<file path="config.mk">
export PLATFORM = sky130hd
export DESIGN_NAME = pib_fifo
export DESIGN_NICKNAME = d
export VERILOG_FILES = /design/src/rtl/pib_fifo.sv
export SDC_FILE = /design/constraint.sdc
export NUM_CORES = 1
export LEC_CHECK = 0
export BUFFER_PORTS_ARGS = -buffer_cell sky130_fd_sc_hd__buf_2
export CAP_MARGIN = 10
export CORE_ASPECT_RATIO = 0.8
export CORE_MARGIN = 2
export CORE_UTILIZATION = 61
export CTS_CLUSTER_SIZE = 24
export DETAILED_ROUTE_END_ITERATION = 6
export PLACE_DENSITY = 0.94
export RECOVER_POWER = 25
export SKIP_LAST_GASP = 1
export SLEW_MARGIN = 25
export SYNTH_ARGS = -nofsm -noshare
export SYNTH_HDL_FRONTEND = slang
export SYNTH_SLANG_ARGS = --single-unit
</file>
<file path="constraint.sdc">
create_clock -name clk -period 12.9 [get_ports clk]
set_clock_uncertainty 0.05 [all_clocks]
set_input_delay 2.58 -clock clk [delete_from_list [all_inputs] [get_ports clk]]
set_output_delay 2.58 -clock clk [all_outputs]
set_load 0.05 [all_outputs]
</file>
<file path="src/rtl/pib_fifo.sv">
module pib_fifo #(
    parameter int WIDTH = 128,
    parameter int DEPTH = 4
) (
    input  logic             clk,
    input  logic             rst_n,
    input  logic             push,
    input  logic [WIDTH-1:0] wr_data,
    output logic             full,
    input  logic             pop,
    output logic [WIDTH-1:0] rd_data,
    output logic             empty
);

    localparam int PTR_W = $clog2(DEPTH);
    localparam int CNT_W = $clog2(DEPTH + 1);

    logic [WIDTH-1:0] entry_reg [DEPTH];
    logic [PTR_W-1:0] wr_ptr_reg, wr_ptr_next;
    logic [PTR_W-1:0] rd_ptr_reg, rd_ptr_next;
    logic [CNT_W-1:0] count_reg, count_next;
    logic             do_push;
    logic             do_pop;

    assign full    = (count_reg == CNT_W'(DEPTH));
    assign empty   = (count_reg == '0);
    assign do_push = push && !full;
    assign do_pop  = pop && !empty;
    assign rd_data = entry_reg[rd_ptr_reg];

    // pointer and count update
    always_comb
    begin
        wr_ptr_next = wr_ptr_reg;
        rd_ptr_next = rd_ptr_reg;
        count_next  = count_reg;
        if (do_push)
        begin
            wr_ptr_next = (wr_ptr_reg == PTR_W'(DEPTH - 1)) ? '0 : wr_ptr_reg + 1'b1;
        end
        if (do_pop)
        begin
            rd_ptr_next = (rd_ptr_reg == PTR_W'(DEPTH - 1)) ? '0 : rd_ptr_reg + 1'b1;
        end
        if (do_push && !do_pop)
        begin
            count_next = count_reg + 1'b1;
        end
        else if (do_pop && !do_push)
        begin
            count_next = count_reg - 1'b1;
        end
    end

    always_ff @(posedge clk or negedge rst_n)
    begin
        if (!rst_n)
        begin
            wr_ptr_reg <= '0;
            rd_ptr_reg <= '0;
            count_reg  <= '0;
        end
        else
        begin
            wr_ptr_reg <= wr_ptr_next;
            rd_ptr_reg <= rd_ptr_next;
            count_reg  <= count_next;
        end
    end

    // storage
    always_ff @(posedge clk)
    begin
        if (do_push)
        begin
            entry_reg[wr_ptr_reg] <= wr_data;
        end
    end

endmodule

</file>
; ---- Yosys cells after proc, flatten, opt, wreduce, memory -nomap -nowiden
; Memory sizes are Yosys's and may differ from the RTL's.
; Cells that the tools add are included.
[totals]
n_memories = 1
output_inout_bits = 130
mem_bits_rw = 512
in_bits = 132
regBits = 7
[op_classes]
eq_ne = 3
reduce_logical = 10
muxes = 6
n_addsub = 4
[mem_list]
columns = memory, words, width, rd, rd_ports_with_merged_regs, wr, line
row1 = entry_reg, 4, 128, 1, 0, 1, 18  ; logic [WIDTH-1:0] entry_reg [DEPTH];
[ops]
columns = op, count
row1 = $mux 3, 2
row2 = $add 2x1->2 const B, 2
row3 = $eq 2x2->1 const B, 2
row4 = $logic_and 1x1->1, 4
row5 = $logic_not 1->1, 4
row6 = $mux 2, 2
row7 = $add 3x1->3 const B, 1
row8 = $eq 3x3->1 const B, 1
row9 = $logic_not 3->1, 1
row10 = $sub 3x1->3 const B, 1
row11 = $mux 1, 2
row12 = $reduce_bool 2->1, 1

; ---- Depth between registers and ports, before layout
[logic_depth]
depth_word = 7
ltp_mapped = 8

; ---- Least setup slack after synthesis
; Ideal clock, no wire load.
[synth_path]
kind = input to register
start = input push
end = memory entry_reg[3][0] (enable)
cell_stages = 2
path_slack_ns = 4.235
path_buffers = 0
arrival_time_ns = 7.996
path_cell_list = nand2_1 > nor2_1
[synth_via]
elab_chain_cells = 3
[synth_rtl]
columns = item, line
row1 = "start, declared", 7  ; input logic push,
row2 = $logic_and 1x1->1, 27  ; assign do_push = push && !full;
row3 = $mux 1, 74  ; if (do_push)
row4 = $mux 1 (implied by the code), 76  ; entry_reg[wr_ptr_reg] <= wr_data;
row5 = "end, declared", 18
; Every way passes these cells.

; ---- Worst setup path after layout
[layout_path]
start = register rd_ptr_reg[0]
end = output rd_data[60]
[layout_via]
elab_chain_cells = 1
[layout_rtl]
columns = item, line
row1 = "start, declared", 20  ; logic [PTR_W-1:0] rd_ptr_reg, rd_ptr_next;
row2 = "start signal, assigned", 66  ; rd_ptr_reg <= rd_ptr_next;
row3 = $mem_v2 4x128, --
row4 = "end, declared", 11  ; output logic [WIDTH-1:0] rd_data,
; Every way passes these cells.

==> metrics.yaml <==
outcome:
  status: "finished, final reports clean"
logic_synthesis:
  syn_nets: 845
  yosysWarnings: 0
  syn_avg_cell_area_um2: 26.8
  postSynthCellCount: 706
  ys_seq_area_share_pct: 82.2
  ys_ff_latch: 519
  synth_cell_type_count: 22
  syn_area_um2: 18900
timing:
  setup_tns_ns: 0
  rsz0062_at_grt: "false"
  clock.fmax_mhz: 176
  hold_ws_ns: 0.503
  setup_ws_ns: 7.20
  tightest_slew_ns: 0.977
  slew_violations: 0
  setup_violations: 0
  worst_slew_margin_rel_pct: 34.9
  layout_min_cycle_time_ns: 5.70
  period_share_pct: 44.2
  hold_violations: 0
place:
  gp_congestion: 0.728
  detailedPlacementHpwl_mm: 21.5
  port_buffers: 261
  dpl-instance-area_um2: 20700
  preCtsSetupSlack_ns: 7.29
clocking:
  cts_tree: "yes"
  cts_hold_buf: 0
  insertion_delay_ns: 0.54
  root_buffer: "clkbuf_16"
  clk_pin_slew_ns: 0.06
  cts_buffer_depth: 3
  post-cts-setup-buffers: 0
  htreeDepth: 2
  post_cts_resized: 0
  cts_buffers: 47
  clock_sinks: 519
detailed_routing:
  met3WireLength_mm: 3.33
  remaining_drc_errors: 0
  dr_wl_met2_mm: 19.3
  vias: 8598
  routed_wl_mm: 37.4
  via_per_inst: 5.93
  wl_met1_mm: 14.1
  highest_layer: "met5"
  routedWlPerCell_um: 25.8
  drt_first_pass_iters: 5
  drt_iter0_markers: 732
  ant_nets: 0
power:
  cellLeakagePower_nw: 7.28
  power.density_nw_per_um2: 269
  finalPower_mw: 5.94
  vdd_drop_max_v: 0.000193
run:
  drv_cap: 0
layout:
  layout_common_cells: "edfxtp_1, buf_2, mux4_2"
  area_delta_synth_final_pct: 16.6
  fin_area_um2: 22000
  multiInputGateArea_um2: 3150
  nFillCells: 1744
  mostFrequentLayoutCell: "edfxtp_1"
  largest_register_ffs: 512
  register_area_um2: 15600
  layout.nets: 1137
  drive_above_1_share_pct: 37.2
critical_path:
  crit_chain: "buf_12 > mux4_2 > buf_2"
  crit_fanout: 94
  critPathCaptureType: "primary output"
  crit_arrival_ns: 3.07
  cpMaxStageDelayCell: "dfrtp_4"
  startpoint_type: "flip-flop"
  crit_path_max_incr_delay_ns: 0.91
  worstSetupPathType: "reg2out"
  cp.required_ns: 10.27
global_routing:
  grt_use_total_pct: 23.6
  grt_pass1_vias: 9044
  grt_pass1_wl_mm: 56.0
  antenna_found_initial: 4
  grt_max_degree: 95
  globalRouteOverflowTotal: 0
die:
  pin_count: 262
  floorplan.die.width_um: 201
  core_region_area_um2: 30500
  die_area_um2: 32400
  start_util_pct: 62.1
  rows: 57
  die_h_um: 161
hold_path:
  hold_path.class: "reg2reg"
-- power breakdown --
| group | switching (mW) | total [mW] | internal [mW] |
|---|---|---|---|
| sequential | 0.142 | 2.37 | 2.23 |
| clock | 0.564 | 1.32 | 0.753 |
| combinational | 1.59 | 2.25 | 0.654 |
-- area by class of cell --
class / count / share of cell area, %
inverter: 3 / 0.0511
antenna: 1 / 0.0114
timing repair buffer: 272 / 6.10
multi-input combinational: 155 / 14.3
clock buffer: 64 / 5.96
sequential: 519 / 70.6
tap: 413 / 2.34
clock inverter: 22 / 0.681
-- layer usage --
metal  track usage [%]  vias up
met3              6.05       51
li1                  -     3640
met2              39.9      422
met1              31.4     4479
met5                 0        -
met4              5.69        6
-- synth_stat cells --
cell	number	share of area [%]
and2_1	3	0.099
buf_2	13	0.34
xor2_1	2	0.093
nor3_1	2	0.053
o31ai_2	1	0.066
ha_1	6	0.40
fa_1	1	0.11
xnor2_1	1	0.046
nor3b_2	1	0.066
inv_1	3	0.060
edfxtp_1	512	81
buf_4	2	0.079
nand2_1	1	0.020
nor2_1	3	0.060
buf_6	11	0.66
dfrtp_1	7	0.93
a21o_1	1	0.040
mux2_2	4	0.24
clkbuf_1	2	0.040
nor2b_1	1	0.033
mux4_2	128	15
clkbuf_2	1	0.026
-- cells by family (layout without fill, tap and decap cells) --
kind of cell | after synthesis | after routing | share of synthesized area [%]
flops | 519 | 519 | 82.2
simple gates | 11 | 11 | 0.331
xor+xnor | 3 | 3 | 0.139
buf+inv | 32 | 361 | 1.20
fa+ha+maj | 7 | 7 | 0.503
mux | 132 | 132 | 15.5
other cells | 0 | 1 | 0
compound gates | 2 | 2 | 0.106
-- through the flow --
| step | std cells | util (%) |
|---|---|---|
| floorplan | 706 | - |
| global placement | 1359 | 67.7 |
| detailed placement | 1361 | 67.8 |
| CTS | 1447 | 72.6 |
| global route | 1449 | 72.4 |
| finish | 1449 | 72.4 |
-- worst paths after layout --
path | from | endpoint | slack (ns) | depth (start not counted)
min in group asynchronous | rst_n | wr_ptr_reg[1] | 1.90 | 1
worst min-delay path | count_reg[2] | count_reg[2] | 0.50 | 1
max in group asynchronous | rst_n | rd_ptr_reg[0] | 10.56 | 1
worst max-delay path | rd_ptr_reg[0] | rd_data[60] | 7.20 | 3
worst max register to register | count_reg[2] | entry_reg[0][57] | 9.41 | 5
worst min register to register | count_reg[2] | count_reg[2] | 0.50 | 1
-- worst max-delay path: cells and delay by family, from the launching register on --
family | cells | cell delay (ns)
buf+inv | 2 | 0.90
mux | 1 | 0.64
flops | 1 | 0.91
Power figures use the tool's default switching activity.
